===== src/rtl/core/yuy2rgb_pkg.sv =====
// Shared constants and the channel saturation function for the YUY2 to RGB converter.
package yuy2rgb_pkg;

	// Field widths of the pixel bytes.
	localparam int unsigned BYTE_W = 8;

	// Offset-removed luma and chroma values fit in 9 signed bits.
	localparam int unsigned DIFF_W = 9;

	// Folded coefficients, signed with 12 fraction bits.
	localparam int unsigned COEF_W = 15;
	localparam int unsigned FRAC_BITS = 12;

	localparam logic signed [COEF_W-1:0] K_LUMA = 15'sd4769;
	localparam logic signed [COEF_W-1:0] K_R_V  = 15'sd6571;
	localparam logic signed [COEF_W-1:0] K_G_U  = -15'sd1611;
	localparam logic signed [COEF_W-1:0] K_G_V  = -15'sd3344;
	localparam logic signed [COEF_W-1:0] K_B_U  = 15'sd8290;

	localparam logic [BYTE_W-1:0] LUMA_OFFSET   = 8'd16;
	localparam logic [BYTE_W-1:0] CHROMA_OFFSET = 8'd128;
	localparam logic [BYTE_W-1:0] CHAN_MAX      = 8'd255;

	// One product and one channel sum of up to three products.
	localparam int unsigned PROD_W = DIFF_W + COEF_W;
	localparam int unsigned SUM_W  = PROD_W + 2;

	// Negative sums give zero; otherwise floor to an integer and clamp at full scale.
	function automatic logic [BYTE_W-1:0] sat_channel(input logic signed [SUM_W-1:0] sum);
		logic [BYTE_W-1:0] res;
		if (sum[SUM_W-1]) begin
			res = '0;
		end else if (sum[SUM_W-2:FRAC_BITS+BYTE_W] != '0) begin
			res = CHAN_MAX;
		end else begin
			res = sum[FRAC_BITS+BYTE_W-1:FRAC_BITS];
		end
		return res;
	endfunction

endpackage


===== src/rtl/core/yuy2_to_rgb_pixel_pair.sv =====
// Four-stage pipeline that turns one YUY2 macropixel into two saturated RGB pixels.
//
//  Channel   Signals                                        Direction  Handshake
//  --------  ---------------------------------------------  ---------  ---------------------------
//  input     luma_first, chroma_blue, luma_second,          in         taken when start && !busy
//            chroma_red
//  result    red_first, green_first, blue_first,            out        valid for one cycle on done
//            red_second, green_second, blue_second
//
// One item enters every clock cycle; busy is never raised, since every stage moves on each cycle.
// The result of an item shows up on done after these registered stages: offset removal,
// one multiplier per product, the channel sums, then saturation into the output register.
// The asynchronous reset clears only the valid bits; data registers carry no reset.
// The receiver cannot stall, so there is no back pressure anywhere in the pipeline.
module yuy2_to_rgb_pixel_pair (
	input  logic                              clk,
	input  logic                              arst_n,
	input  logic                              start,
	output logic                              busy,
	input  logic [yuy2rgb_pkg::BYTE_W-1:0]    luma_first,
	input  logic [yuy2rgb_pkg::BYTE_W-1:0]    chroma_blue,
	input  logic [yuy2rgb_pkg::BYTE_W-1:0]    luma_second,
	input  logic [yuy2rgb_pkg::BYTE_W-1:0]    chroma_red,
	output logic                              done,
	output logic [yuy2rgb_pkg::BYTE_W-1:0]    red_first,
	output logic [yuy2rgb_pkg::BYTE_W-1:0]    green_first,
	output logic [yuy2rgb_pkg::BYTE_W-1:0]    blue_first,
	output logic [yuy2rgb_pkg::BYTE_W-1:0]    red_second,
	output logic [yuy2rgb_pkg::BYTE_W-1:0]    green_second,
	output logic [yuy2rgb_pkg::BYTE_W-1:0]    blue_second
);

	localparam int unsigned DW = yuy2rgb_pkg::DIFF_W;
	localparam int unsigned PW = yuy2rgb_pkg::PROD_W;
	localparam int unsigned SW = yuy2rgb_pkg::SUM_W;
	localparam int unsigned BW = yuy2rgb_pkg::BYTE_W;

	logic accept;

	// Stage 1: offsets removed.
	logic                 valid_s1;
	logic signed [DW-1:0] ly0_s1, ly1_s1, cb_s1, cr_s1;

	// Stage 2: the six products.
	logic                 valid_s2;
	logic signed [PW-1:0] py0_s2, py1_s2, prv_s2, pgu_s2, pgv_s2, pbu_s2;

	// Stage 3: channel sums in units of 2^-12.
	logic                 valid_s3;
	logic signed [SW-1:0] r0_s3, g0_s3, b0_s3, r1_s3, g1_s3, b1_s3;

	// Stage 4: saturated output bytes.
	logic                 valid_s4;
	logic [BW-1:0]        r0_s4, g0_s4, b0_s4, r1_s4, g1_s4, b1_s4;

	// The pipeline never holds, so the block is always ready.
	assign busy   = 1'b0;
	assign accept = start && !busy;

	always_ff @(posedge clk or negedge arst_n) begin
		if (!arst_n) begin
			valid_s1 <= 1'b0;
			valid_s2 <= 1'b0;
			valid_s3 <= 1'b0;
			valid_s4 <= 1'b0;
		end else begin
			valid_s1 <= accept;
			valid_s2 <= valid_s1;
			valid_s3 <= valid_s2;
			valid_s4 <= valid_s3;
		end
	end

	// Zero-extend each byte to nine bits, then subtract its offset; the result is signed.
	always_ff @(posedge clk) begin
		ly0_s1 <= $signed({1'b0, luma_first})  - $signed({1'b0, yuy2rgb_pkg::LUMA_OFFSET});
		ly1_s1 <= $signed({1'b0, luma_second}) - $signed({1'b0, yuy2rgb_pkg::LUMA_OFFSET});
		cb_s1  <= $signed({1'b0, chroma_blue}) - $signed({1'b0, yuy2rgb_pkg::CHROMA_OFFSET});
		cr_s1  <= $signed({1'b0, chroma_red})  - $signed({1'b0, yuy2rgb_pkg::CHROMA_OFFSET});
	end

	// Each product is 9 by 15 bits signed and fits 24 bits exactly; both operands are
	// sign-extended to 24 bits first so the multiply is carried out at full width.
	always_ff @(posedge clk) begin
		py0_s2 <= PW'(ly0_s1) * PW'(yuy2rgb_pkg::K_LUMA);
		py1_s2 <= PW'(ly1_s1) * PW'(yuy2rgb_pkg::K_LUMA);
		prv_s2 <= PW'(cr_s1) * PW'(yuy2rgb_pkg::K_R_V);
		pgu_s2 <= PW'(cb_s1) * PW'(yuy2rgb_pkg::K_G_U);
		pgv_s2 <= PW'(cr_s1) * PW'(yuy2rgb_pkg::K_G_V);
		pbu_s2 <= PW'(cb_s1) * PW'(yuy2rgb_pkg::K_B_U);
	end

	// Both pixels share the chroma products; only the luma term differs.
	always_ff @(posedge clk) begin
		r0_s3 <= SW'(py0_s2) + SW'(prv_s2);
		g0_s3 <= SW'(py0_s2) + SW'(pgu_s2) + SW'(pgv_s2);
		b0_s3 <= SW'(py0_s2) + SW'(pbu_s2);
		r1_s3 <= SW'(py1_s2) + SW'(prv_s2);
		g1_s3 <= SW'(py1_s2) + SW'(pgu_s2) + SW'(pgv_s2);
		b1_s3 <= SW'(py1_s2) + SW'(pbu_s2);
	end

	always_ff @(posedge clk) begin
		r0_s4 <= yuy2rgb_pkg::sat_channel(r0_s3);
		g0_s4 <= yuy2rgb_pkg::sat_channel(g0_s3);
		b0_s4 <= yuy2rgb_pkg::sat_channel(b0_s3);
		r1_s4 <= yuy2rgb_pkg::sat_channel(r1_s3);
		g1_s4 <= yuy2rgb_pkg::sat_channel(g1_s3);
		b1_s4 <= yuy2rgb_pkg::sat_channel(b1_s3);
	end

	assign done         = valid_s4;
	assign red_first    = r0_s4;
	assign green_first  = g0_s4;
	assign blue_first   = b0_s4;
	assign red_second   = r1_s4;
	assign green_second = g1_s4;
	assign blue_second  = b1_s4;

	// Every accepted item comes out on done.
	a_latency: assert property (@(posedge clk) disable iff (!arst_n)
		accept |=> ##3 done)
		else $error("accepted item did not produce a result after four cycles");

	// No result appears on done without a matching accepted item.
	a_no_phantom: assert property (@(posedge clk) disable iff (!arst_n)
		!accept |=> ##3 !done)
		else $error("result strobe without a matching accepted item");

	// A negative red sum for the first pixel must come out as zero.
	a_clamp_low: assert property (@(posedge clk) disable iff (!arst_n)
		(valid_s3 && r0_s3[SW-1]) |=> (done && red_first == '0))
		else $error("negative red sum not clamped to zero");

	// A green sum of the second pixel of 256 or more must come out as 255.
	a_clamp_high: assert property (@(posedge clk) disable iff (!arst_n)
		(valid_s3 && !g1_s3[SW-1] && g1_s3[SW-2:yuy2rgb_pkg::FRAC_BITS+BW] != '0)
		|=> (done && green_second == yuy2rgb_pkg::CHAN_MAX))
		else $error("overflowing green sum not clamped to full scale");

endmodule

===== config.mk =====
export PLATFORM = sky130hd
export DESIGN_NAME = yuy2_to_rgb_pixel_pair
export DESIGN_NICKNAME = d
export VERILOG_FILES = /design/src/rtl/core/yuy2rgb_pkg.sv /design/src/rtl/core/yuy2_to_rgb_pixel_pair.sv
export SDC_FILE = /design/constraint.sdc
export NUM_CORES = 1
export LEC_CHECK = 0
export BUFFER_PORTS_ARGS = -buffer_cell sky130_fd_sc_hd__clkbuf_2
export CORE_ASPECT_RATIO = 0.6
export CORE_MARGIN = 4
export CORE_UTILIZATION = 50
export DETAILED_ROUTE_END_ITERATION = 10
export PLACE_DENSITY_LB_ADDON = 0.3
export SYNTH_ARGS = -nofsm -noshare
export SYNTH_HDL_FRONTEND = slang
export SYNTH_SLANG_ARGS = --single-unit

===== constraint.sdc =====
create_clock -name clk -period 14.02 [get_ports clk]
set_input_delay 0.701 -clock clk [delete_from_list [all_inputs] [get_ports clk]]
set_output_delay 0.701 -clock clk [all_outputs]
set_load 0.01 [all_outputs]

==> out/qor.csv, run 1 <==
metric;value;unit
clkSlewWorstSetupHoldPaths;70;ps
critPathLaunchType;flip-flop;
ant_nets;0;
power_density;270;nW/um^2
post-place-ws;8710;ps
max_slew.worst_pin.slew;956;ps
dp_hpwl;44800;um
avgSynthCellArea;10.3;sq um
reg2reg_to;prv_s2[21]$_DFF_P_;
synth_edf_count;0;
drv_cap;0;
syn_nets;2826;
status;finished clean;
max_stage_delay;640;ps
critPathKind;flip-flop to flip-flop;
vias_per_cell;5.38;
dr.first_iter.drc_count;847;
layout_common_cells;ha_1, dfxtp_1, inv_1;
max_slew_margin;35.7;%
clock_path_buffers;3;
rsz0062_at_grt;no;
critPathSlowestCell;dfxtp_1;
async_reset_ff_share;1.38;%
cp.arrival;5850;ps
tns;0;ps
synth_top_area_share;28.8;%
min_period;5360;ps
die_x;278;um
synth.largest_area_cell;ha_1;
cts_max_level;1;
yosys_warnings;0;
grt_max_degree;22;
drc;0;
maxSlewViolCount;0;
ff2ff_path_depth;16;
antenna_found_initial;2;
endpoint;prv_s2[21]$_DFF_P_;
die_area;47300;sq um
grt_pass1_vias;15200;
synth-main-ff-cell;dfxtp_1;
fin_ws;8660;ps
path_cells;inv_1 > ha_1 > fa_1 > fa_1 > inv_1 > fa_1 > ha_1 > ha_1 > o21a_1 > and3_1 > a211oi_1 > o21ai_0 > a21oi_1 > o21bai_1 > a21oi_1 > xnor2_1;
crit_path_end_kind;flip-flop;
coreArea;43300;sq um
row_count;59;
drt-total-wl;52600;um
p_leak;0.0123;uW
cts_sinks;289;
synthTopCellsByArea;ha_1, dfxtp_1, fa_1, inv_1, xnor2_1;
wire_per_inst;18.6;um
worstSetupStartpoint;cr_s1[1]$_DFF_P_;
critPathRequiredTime;14510;ps
clkLatencyLatePin;580;ps
hold_path.class;primary input to flip-flop;
firstDrtPassIters;5;
r2r-start;cr_s1[1]$_DFF_P_;
vias;15200;
syn_area;21900;sq um
fmax;0.187;GHz
tritoncts;done;
cts-root-buf;clkbuf_16;
final_common_cell;ha_1;
ios;85;
post_route_cells_drive_above_1_share;6.84;%
synth.ff_latch_count;289;
synthesis.instances;2125;
min_period_over_period;38.2;%
area_delta_synth_final;9.77;%
grt_usage;22.5;%
io_buffers;83;
cts_inserted_buffers;28;
grt-ovfl-total;0;
grt_pass1_wl;84100;um
gp_congestion;0.979;
finalSetupViolCount;0;
cts_resized;0;
die_h;170;um
initial_core_util;50.6;%
ys_types;67;
hold_viol_final;0;
skew;27.7;ps
crit_path_max_fanout;11;
max-vdd-ir-drop;0.000157;V
seq_area_frac_synth;26.5;%
fin_nets;2933;
rrSetupSlack;8660;ps
==> worst max-delay path: cells and delay by family (launching register included) <==
kind / cells / cell delay, ps
simple gates: 1 / 180
buf+inv: 2 / 240
xor+xnor: 1 / 140
compound gates: 6 / 1550
flops: 1 / 640
fa+ha+maj: 6 / 2530
==> metrics by stage <==
stage	cell area (sq um)	cells	hold WS, ps	util (%)	total power (uW)
after global routing	24000	2831	189	55.5	7070
after global placement	23000	2780	334	53.1	5470
final	24000	2832	215	55.5	6480
after floorplan	21900	2125	331	-	4460
after detailed placement	23000	2780	339	53.1	5590
after CTS	24000	2831	188	55.5	6460
==> worst min path at each step <==
stage / endpoint / startpoint / cells after the start
floorplan: done$_DFF_PN0_ / valid_s3$_DFF_PN0_ / 0
CTS: ly1_s1[2]$_DFF_P_ / luma_second[2] / 1
global route: ly1_s1[2]$_DFF_P_ / luma_second[2] / 1
finish: ly1_s1[2]$_DFF_P_ / luma_second[2] / 1
global placement: valid_s3$_DFF_PN0_ / valid_s2$_DFF_PN0_ / 0
detailed placement: valid_s2$_DFF_PN0_ / valid_s1$_DFF_PN0_ / 0
==> cell usage after synthesis (5+ instances only) <==
master and n:
dfxtp_1 285, o21bai_1 13, fa_1 163, o41ai_1 5, inv_1 257, or4_1 5
o21ai_0 53, a21oi_1 102, nor2b_1 17, nor2_1 199, a31oi_1 12, or2_2 7
nand2_1 53, o211ai_1 11, clkbuf_1 8, nor3_1 22, a21o_1 65, nand3_1 25
o21a_1 24, nand2b_1 16, xor2_1 42, a211oi_1 19, and2_1 7, ha_1 503
nand4_1 14, xnor2_1 101, and3_1 17
==> layer usage <==
metal / track usage (%) / part of all wire [%] / vias to the layer above
met5: 0 / 0.025 / -
met4: 6.14 / 2.7 / 2
met3: 7.40 / 9.4 / 85
li1: - / - / 7495
met2: 31.3 / 38 / 432
met1: 33.4 / 50 / 7224
==> sequential cells by signal, indices dropped and copies added, names as in the netlist, 9 cells and up <==
signal,count
prv_s2,23
py0_s2,23
py1_s2,23
pbu_s2,21
pgu_s2,21
pgv_s2,16
b0_s3,13
b1_s3,13
g0_s3,13
g1_s3,13
r0_s3,12
r1_s3,12
ly0_s1,9
ly1_s1,9
==> logic make-up after synthesis <==
group                    Yosys count  synth area share, %
adder cells (fa/ha/maj)          666                 43.7
AND/OR/NAND/NOR                  396                 8.28
AO/OA/AOI/OAI                    362                 11.0
flip-flops                       289                 26.5
buffers and inverters            266                 4.58
XOR/XNOR                         143                 5.73
multiplexers                       2                0.103
other                              1               0.0171
==> area by class of cell <==
type                    instances  area [sq um]
diodes                          1          2.50
clock buffers                  31           732
well taps                     579           724
inverters                     257           965
fillers                      3739         19300
multi-input cells            1570         15100
repair buffers                 86           440
clock inverters                19           274
flip-flops and latches        289          5810
==> report_power, final <==
part / internal, uW / switching, uW
sequential: 1220 / 352
combinational: 1810 / 2290
clock: 474 / 344
==> repair_timing <==
action,4_1_cts,5_1_grt
hold buffers,1,0
setup buffers,0,0
hold endpoints to repair,4,0
Note: power is estimated with default switching activity, not from simulation.
==> inputs of run 2 (changes only) <==
==> constraint.sdc (replaced) <==
create_clock -name clk -period 5.58 [get_ports clk]
set_input_delay 0.279 -clock clk [delete_from_list [all_inputs] [get_ports clk]]
set_output_delay 0.279 -clock clk [all_outputs]
set_load 0.01 [all_outputs]
==> run 2 against run 1 <==
  * Final cell count increased by 1.6%
  * Flip-flop and latch count unchanged
  * Largest power group unchanged
  * Design area increased by 1.5%
  * Sequential share of layout area decreased by 0.35 points
  * Die area unchanged
  * Highest routed layer is now met4
  * Core utilization increased by 0.82 points
  * Combinational power increased to 2.5 times the previous value
  * Critical path type unchanged
==> out/qor.csv, run 2 (synthesis results as in run 1) <==
metric;value;unit;change
status;finished clean;;
cts-root-buf;clkbuf_16;;
cts_setup_buffers;0;;unchanged
vias;15500;;+1.7%
seqPwrFrac;24.2;%;about the same
hold_buffers;37;;+36
hold_ws;38.9;ps;-176 ps
power_frac_comb;63.6;%;+0.4 points
crit_buf_inv;3;;+1
wire_per_inst;18.6;um;about the same
grt_usage;22.9;%;+0.37 points
die_h;170;um;unchanged
clkLatencyLatePin;600;ps;+20 ps
cp.arrival;5690;ps;-160 ps
crit_path_end_kind;flip-flop;;
fin_nets;2975;;+1.4%
grt_pass1_vias;15800;;+3.9%
area_delta_synth_final;11.4;%;
layout_common_cells;ha_1, dfxtp_1, inv_1;;
hold_path.class;primary input to async pin;;
switching_share;46.4;%;+0.39 points
power_switching;7510;uW;+150%
max_stage_delay;600;ps;-40 ps
grt-ovfl-total;0;;unchanged
stdcell_area;24400;sq um;+1.5%
coreArea;43300;sq um;unchanged
maxSlewViolCount;0;;unchanged
drc;0;;unchanged
finalSetupViolCount;0;;unchanged
max-vdd-ir-drop;0.000380;V;+140%
antenna_found_initial;1;;-1
critPathRequiredTime;6090;ps;-8420 ps
die_area;47300;sq um;unchanged
cp_top_family;adder cells;;
min_period_over_period;92.8;%;+55 points
critPathSlowestCell;dfxtp_1;;
layout.cells.non_filler;2876;;+1.6%
skew;35.1;ps;+7.46 ps
cts_sinks;289;;unchanged
crit_path_max_fanout;9;;-2
clkSlewWorstSetupHoldPaths;70;ps;about the same
hold_viol_final;0;;unchanged
drt-total-wl;53400;um;+1.6%
power_density;665;nW/um^2;+150%
critPathLaunchType;flip-flop;;
die_x;278;um;unchanged
max_slew_margin;32.5;%;-3.2 points
tritoncts;done;;
cts_max_level;1;;unchanged
tns;0;ps;unchanged
cts_inserted_buffers;29;;+3.6%
gp_congestion;0.983;;+0.39%
grt_max_degree;17;;-23%
row_count;59;;unchanged
clock_path_buffers;3;;unchanged
dp_hpwl;44800;um;about the same
intPower;8690;uW;+150%
rsz0062_at_grt;no;;
cts_resized;0;;unchanged
path_cells;inv_1 > ha_1 > ha_1 > fa_1 > inv_1 > fa_1 > inv_1 > fa_1 > ha_1 > o21a_1 > and3_1 > a211oi_1 > o21ai_0 > a21oi_1 > o21bai_1 > a21oi_1 > xnor2_1;;
dr.first_iter.drc_count;877;;+3.5%
critPathKind;flip-flop to flip-flop;;
post_route_cells_drive_above_1_share;7.01;%;+0.17 points
p_leak;0.0124;uW;+1.4%
fmax;0.193;GHz;+3.5%
placed_cell_area;23000;sq um;+0.16%
post-place-cells;2785;;+0.18%
clkPwrFrac;12.2;%;-0.4 points
grt_pass1_wl;85700;um;+1.9%
reg_top3;prv_s2: 23 flops, py0_s2: 23 flops, py1_s2: 23 flops;;
drv_cap;0;;unchanged
final_common_cell;ha_1;;
initial_core_util;50.6;%;unchanged
max_slew.worst_pin.slew;1000;ps;+47.5 ps
firstDrtPassIters;5;;unchanged
vias_per_cell;5.39;;+0.12%
fin_util;56.3;%;+0.82 points
min_period;5180;ps;-182 ps
ant_nets;0;;unchanged
io_buffers;83;;unchanged
ios;85;;unchanged
==> run 2: path summary, 6_finish.rpt <==
| check | startpoint | slack (ps) | end | cells past startpoint |
|---|---|---|---|---|
| max | cr_s1[0]$_DFF_P_ | 400 | prv_s2[21]$_DFF_P_ | 17 |
| min | arst_n | 40 | valid_s3$_DFF_PN0_ | 2 |
| max reg2reg | cr_s1[0]$_DFF_P_ | 400 | prv_s2[21]$_DFF_P_ | 17 |
| min reg2reg | valid_s3$_DFF_PN0_ | 350 | done$_DFF_PN0_ | 0 |
| max in group asynchronous | arst_n | 5420 | valid_s1$_DFF_PN0_ | 2 |
| min in group clk | chroma_red[0] | 320 | cr_s1[0]$_DFF_P_ | 2 |
==> run 2: final cells by class <==
cell class	count	area, sq um
clock buffers	34	774
diodes	1	2.50
flip-flops and latches	289	5810
multi-input cells	1570	15100
repair buffers	127	838
clock inverters	19	189
fillers	3709	18900
well taps	579	724
inverters	257	965
==> run 2: stage by stage <==
stage,setup slack [ps],total power [uW]
floorplan,902,11200
global placement,625,13700
detailed placement,459,14000
CTS,426,16100
global route,75.8,17700
finish,404,16200
==> run 2: per-layer routing <==
metal,track usage (%),vias to the layer above,routed length (um)
met5,0,-,0
met4,6.12,0,1690
met3,7.72,94,5390
met2,32.6,470,20300
met1,33.3,7323,26000
li1,-,7607,-
==> run 2: power groups by stage <==
| stage | Clock, uW | Combinational (uW) | Sequential [uW] |
|---|---|---|---|
| floorplan | 0 | 7640 | 3560 |
| global placement | 0 | 9780 | 3930 |
| detailed placement | 0 | 10100 | 3940 |
| CTS | 2020 | 10200 | 3900 |
| global route | 2100 | 11600 | 4010 |
| finish | 1980 | 10300 | 3920 |
==> inputs of run 3 (changes only) <==
--- a/config.mk
+++ b/config.mk
@@ -11,6 +11,7 @@
 export CORE_UTILIZATION = 50
 export DETAILED_ROUTE_END_ITERATION = 10
 export PLACE_DENSITY_LB_ADDON = 0.3
+export RECOVER_POWER = 100
 export SYNTH_ARGS = -nofsm -noshare
 export SYNTH_HDL_FRONTEND = slang
 export SYNTH_SLANG_ARGS = --single-unit
==> run 3 against run 2 <==
  * Sequential share of layout area rose by 0.11 points
  * Power fell by 0.60%
  * Flip-flop and latch count did not move
  * First-iteration DRC count rose by 2.4%
  * Largest cell class unchanged
  * Combinational power barely moved
  * Critical endpoint unchanged
  * Hold slack improved by 15 ps
  * Maximum frequency barely moved
  * Critical path type unchanged
  * Worst setup slack improved by 2.1 ps
  * Highest routed layer unchanged
==> out/qor.csv, run 3 (synthesis results as in run 1) <==
metric;value;unit;change
grt_pass1_vias;15800;;unchanged
drc;0;;unchanged
grt-ovfl-total;0;;unchanged
cts_sinks;289;;unchanged
ios;85;;unchanged
clock_path_buffers;3;;unchanged
post_route_cells_drive_above_1_share;4.18;%;-2.8 points
fillers;3748;;+1.1%
p_total;16100;uW;-0.60%
antenna_found_initial;1;;unchanged
die_area;47300;sq um;unchanged
die_h;170;um;unchanged
dp_hpwl;44800;um;unchanged
clkPwrFrac;12.3;%;about the same
layout_common_cells;ha_1, dfxtp_1, inv_1;;
intPower;8620;uW;-0.78%
switching_share;46.5;%;+0.10 points
wire_per_inst;18.6;um;+0.17%
fin_util;56.1;%;-0.26 points
hold_ws;54.3;ps;+15.4 ps
tritoncts;done;;
crit_path_end_kind;flip-flop;;
cts_inserted_buffers;29;;unchanged
fmax;0.193;GHz;about the same
grt_usage;22.9;%;unchanged
rrSetupSlack;410;ps;about the same
cts-root-buf;clkbuf_16;;
hold_viol_final;0;;unchanged
max_slew.worst_pin.slew;932;ps;-71.1 ps
status;finished clean;;
grt_pass1_wl;85700;um;unchanged
area_delta_synth_final;10.9;%;
ant_nets;0;;unchanged
post-place-ws;459;ps;unchanged
fin_ws;406;ps;+2.08 ps
seqPwrFrac;24.3;%;about the same
drv_cap;0;;unchanged
rsz0062_at_grt;no;;
critPathKind;flip-flop to flip-flop;;
register_area;5810;sq um;unchanged
min_period;5170;ps;-2.08 ps
coreArea;43300;sq um;unchanged
row_count;59;;unchanged
io_buffers;83;;unchanged
drt-total-wl;53500;um;+0.14%
power_density;664;nW/um^2;-0.14%
vias_per_cell;5.39;;about the same
final_common_cell;ha_1;;
gp_congestion;0.983;;unchanged
crit_path_max_fanout;9;;unchanged
min_period_over_period;92.7;%;about the same
cts_max_level;1;;unchanged
power_frac_comb;63.4;%;-0.2 points
p_leak;0.0122;uW;-1.6%
multi_input_area;15000;sq um;-0.22%
max-vdd-ir-drop;0.000368;V;-3.0%
vias;15500;;+0.052%
hold_path.class;primary input to async pin;;
max_stage_delay;610;ps;about the same
tns;0;ps;unchanged
critPathSlowestCell;dfxtp_1;;
skew;28.6;ps;-6.55 ps
path_cells;inv_1 > ha_1 > ha_1 > fa_1 > inv_1 > fa_1 > inv_1 > fa_1 > ha_1 > o21a_1 > and3_1 > a211oi_1 > o21ai_0 > a21oi_1 > o21bai_1 > a21oi_1 > xnor2_1;;
cp.arrival;5690;ps;about the same
critPathRequiredTime;6100;ps;about the same
clkSlewWorstSetupHoldPaths;70;ps;about the same
n_antenna_cell;0;;-1
reg_top3;prv_s2: 23 flops, py0_s2: 23 flops, py1_s2: 23 flops;;
clkLatencyLatePin;590;ps;about the same
fin_nets;2975;;unchanged
dr.first_iter.drc_count;898;;+2.4%
initial_core_util;50.6;%;unchanged
power_switching;7490;uW;-0.38%
maxSlewViolCount;0;;unchanged
finalSetupViolCount;0;;unchanged
firstDrtPassIters;8;;+3
grt_max_degree;17;;unchanged
critPathLaunchType;flip-flop;;
max_slew_margin;37.3;%;+4.8 points
die_x;278;um;unchanged
## run 3: changes by cell type in the layout (fill, tap and decap cells not counted), moves of 3 or more
cell / delta
and2_1: -3
o21ai_0: +3
clkbuf_2: -59
a21boi_0: +3
a21boi_1: -3
o21ai_1: -3
and2_0: +3
a2111oi_2: -3
clkbuf_1: +60
a2111oi_0: +3
## run 3: final cells by class
class / instances / area share, %
clock buffers: 34 / 3.19
clock inverters: 19 / 0.779
inverters: 257 / 3.98
multi-input cells: 1570 / 62.0
flip-flops and latches: 289 / 23.9
well taps: 579 / 2.99
repair buffers: 127 / 3.14
## run 3: final timing paths
check | end | cells after the start | startpoint
min in group clk | cr_s1[0]$_DFF_P_ | 2 | chroma_red[0]
setup reg to reg | prv_s2[21]$_DFF_P_ | 17 | cr_s1[0]$_DFF_P_
setup / recovery | prv_s2[21]$_DFF_P_ | 17 | cr_s1[0]$_DFF_P_
hold reg to reg | done$_DFF_PN0_ | 0 | valid_s3$_DFF_PN0_
hold / removal | valid_s3$_DFF_PN0_ | 2 | arst_n
max in group asynchronous | valid_s1$_DFF_PN0_ | 2 | arst_n
## run 3: repair_timing
action / CTS / global route
endpoints found under the hold margin: 38 / 0
setup buffers: 0 / 0
hold buffers: 37 / 0
resized for setup: 0 / 0
endpoints found under the setup margin: 0 / 0
## run 3: metal layers
layer	vias to the layer above	wire, um	track usage (%)
li1	7591	-	-
met1	7338	26200	33.3
met2	480	20300	32.6
met3	93	5300	7.72
met4	0	1660	6.12
met5	-	0	0
## run 3: power groups by stage
| stage | combinational, uW | clock, uW | sequential [uW] |
|---|---|---|---|
| 2_1_floorplan | 7640 | 0 | 3560 |
| 3_3_place_gp | 9780 | 0 | 3930 |
| 3_5_place_dp | 10100 | 0 | 3940 |
| 4_1_cts | 10200 | 2020 | 3900 |
| 5_1_grt | 11500 | 2100 | 4010 |
| 6_report | 10200 | 1990 | 3910 |
## run 3: critical path, delay by kind of cell, from the launching register on
kind	cells	cell delay, ps
buf+inv	3	200
xor+xnor	1	150
flops	1	610
fa+ha+maj	6	2390
simple gates	1	190
compound gates	6	1560
## run 3: metrics by stage
| step | area, sq um | std cells |
|---|---|---|
| global route | 24200 | 2875 |
| CTS | 24400 | 2875 |
| finish | 24200 | 2875 |
| floorplan | 21900 | 2125 |
| global placement | 23000 | 2785 |
| detailed placement | 23000 | 2785 |
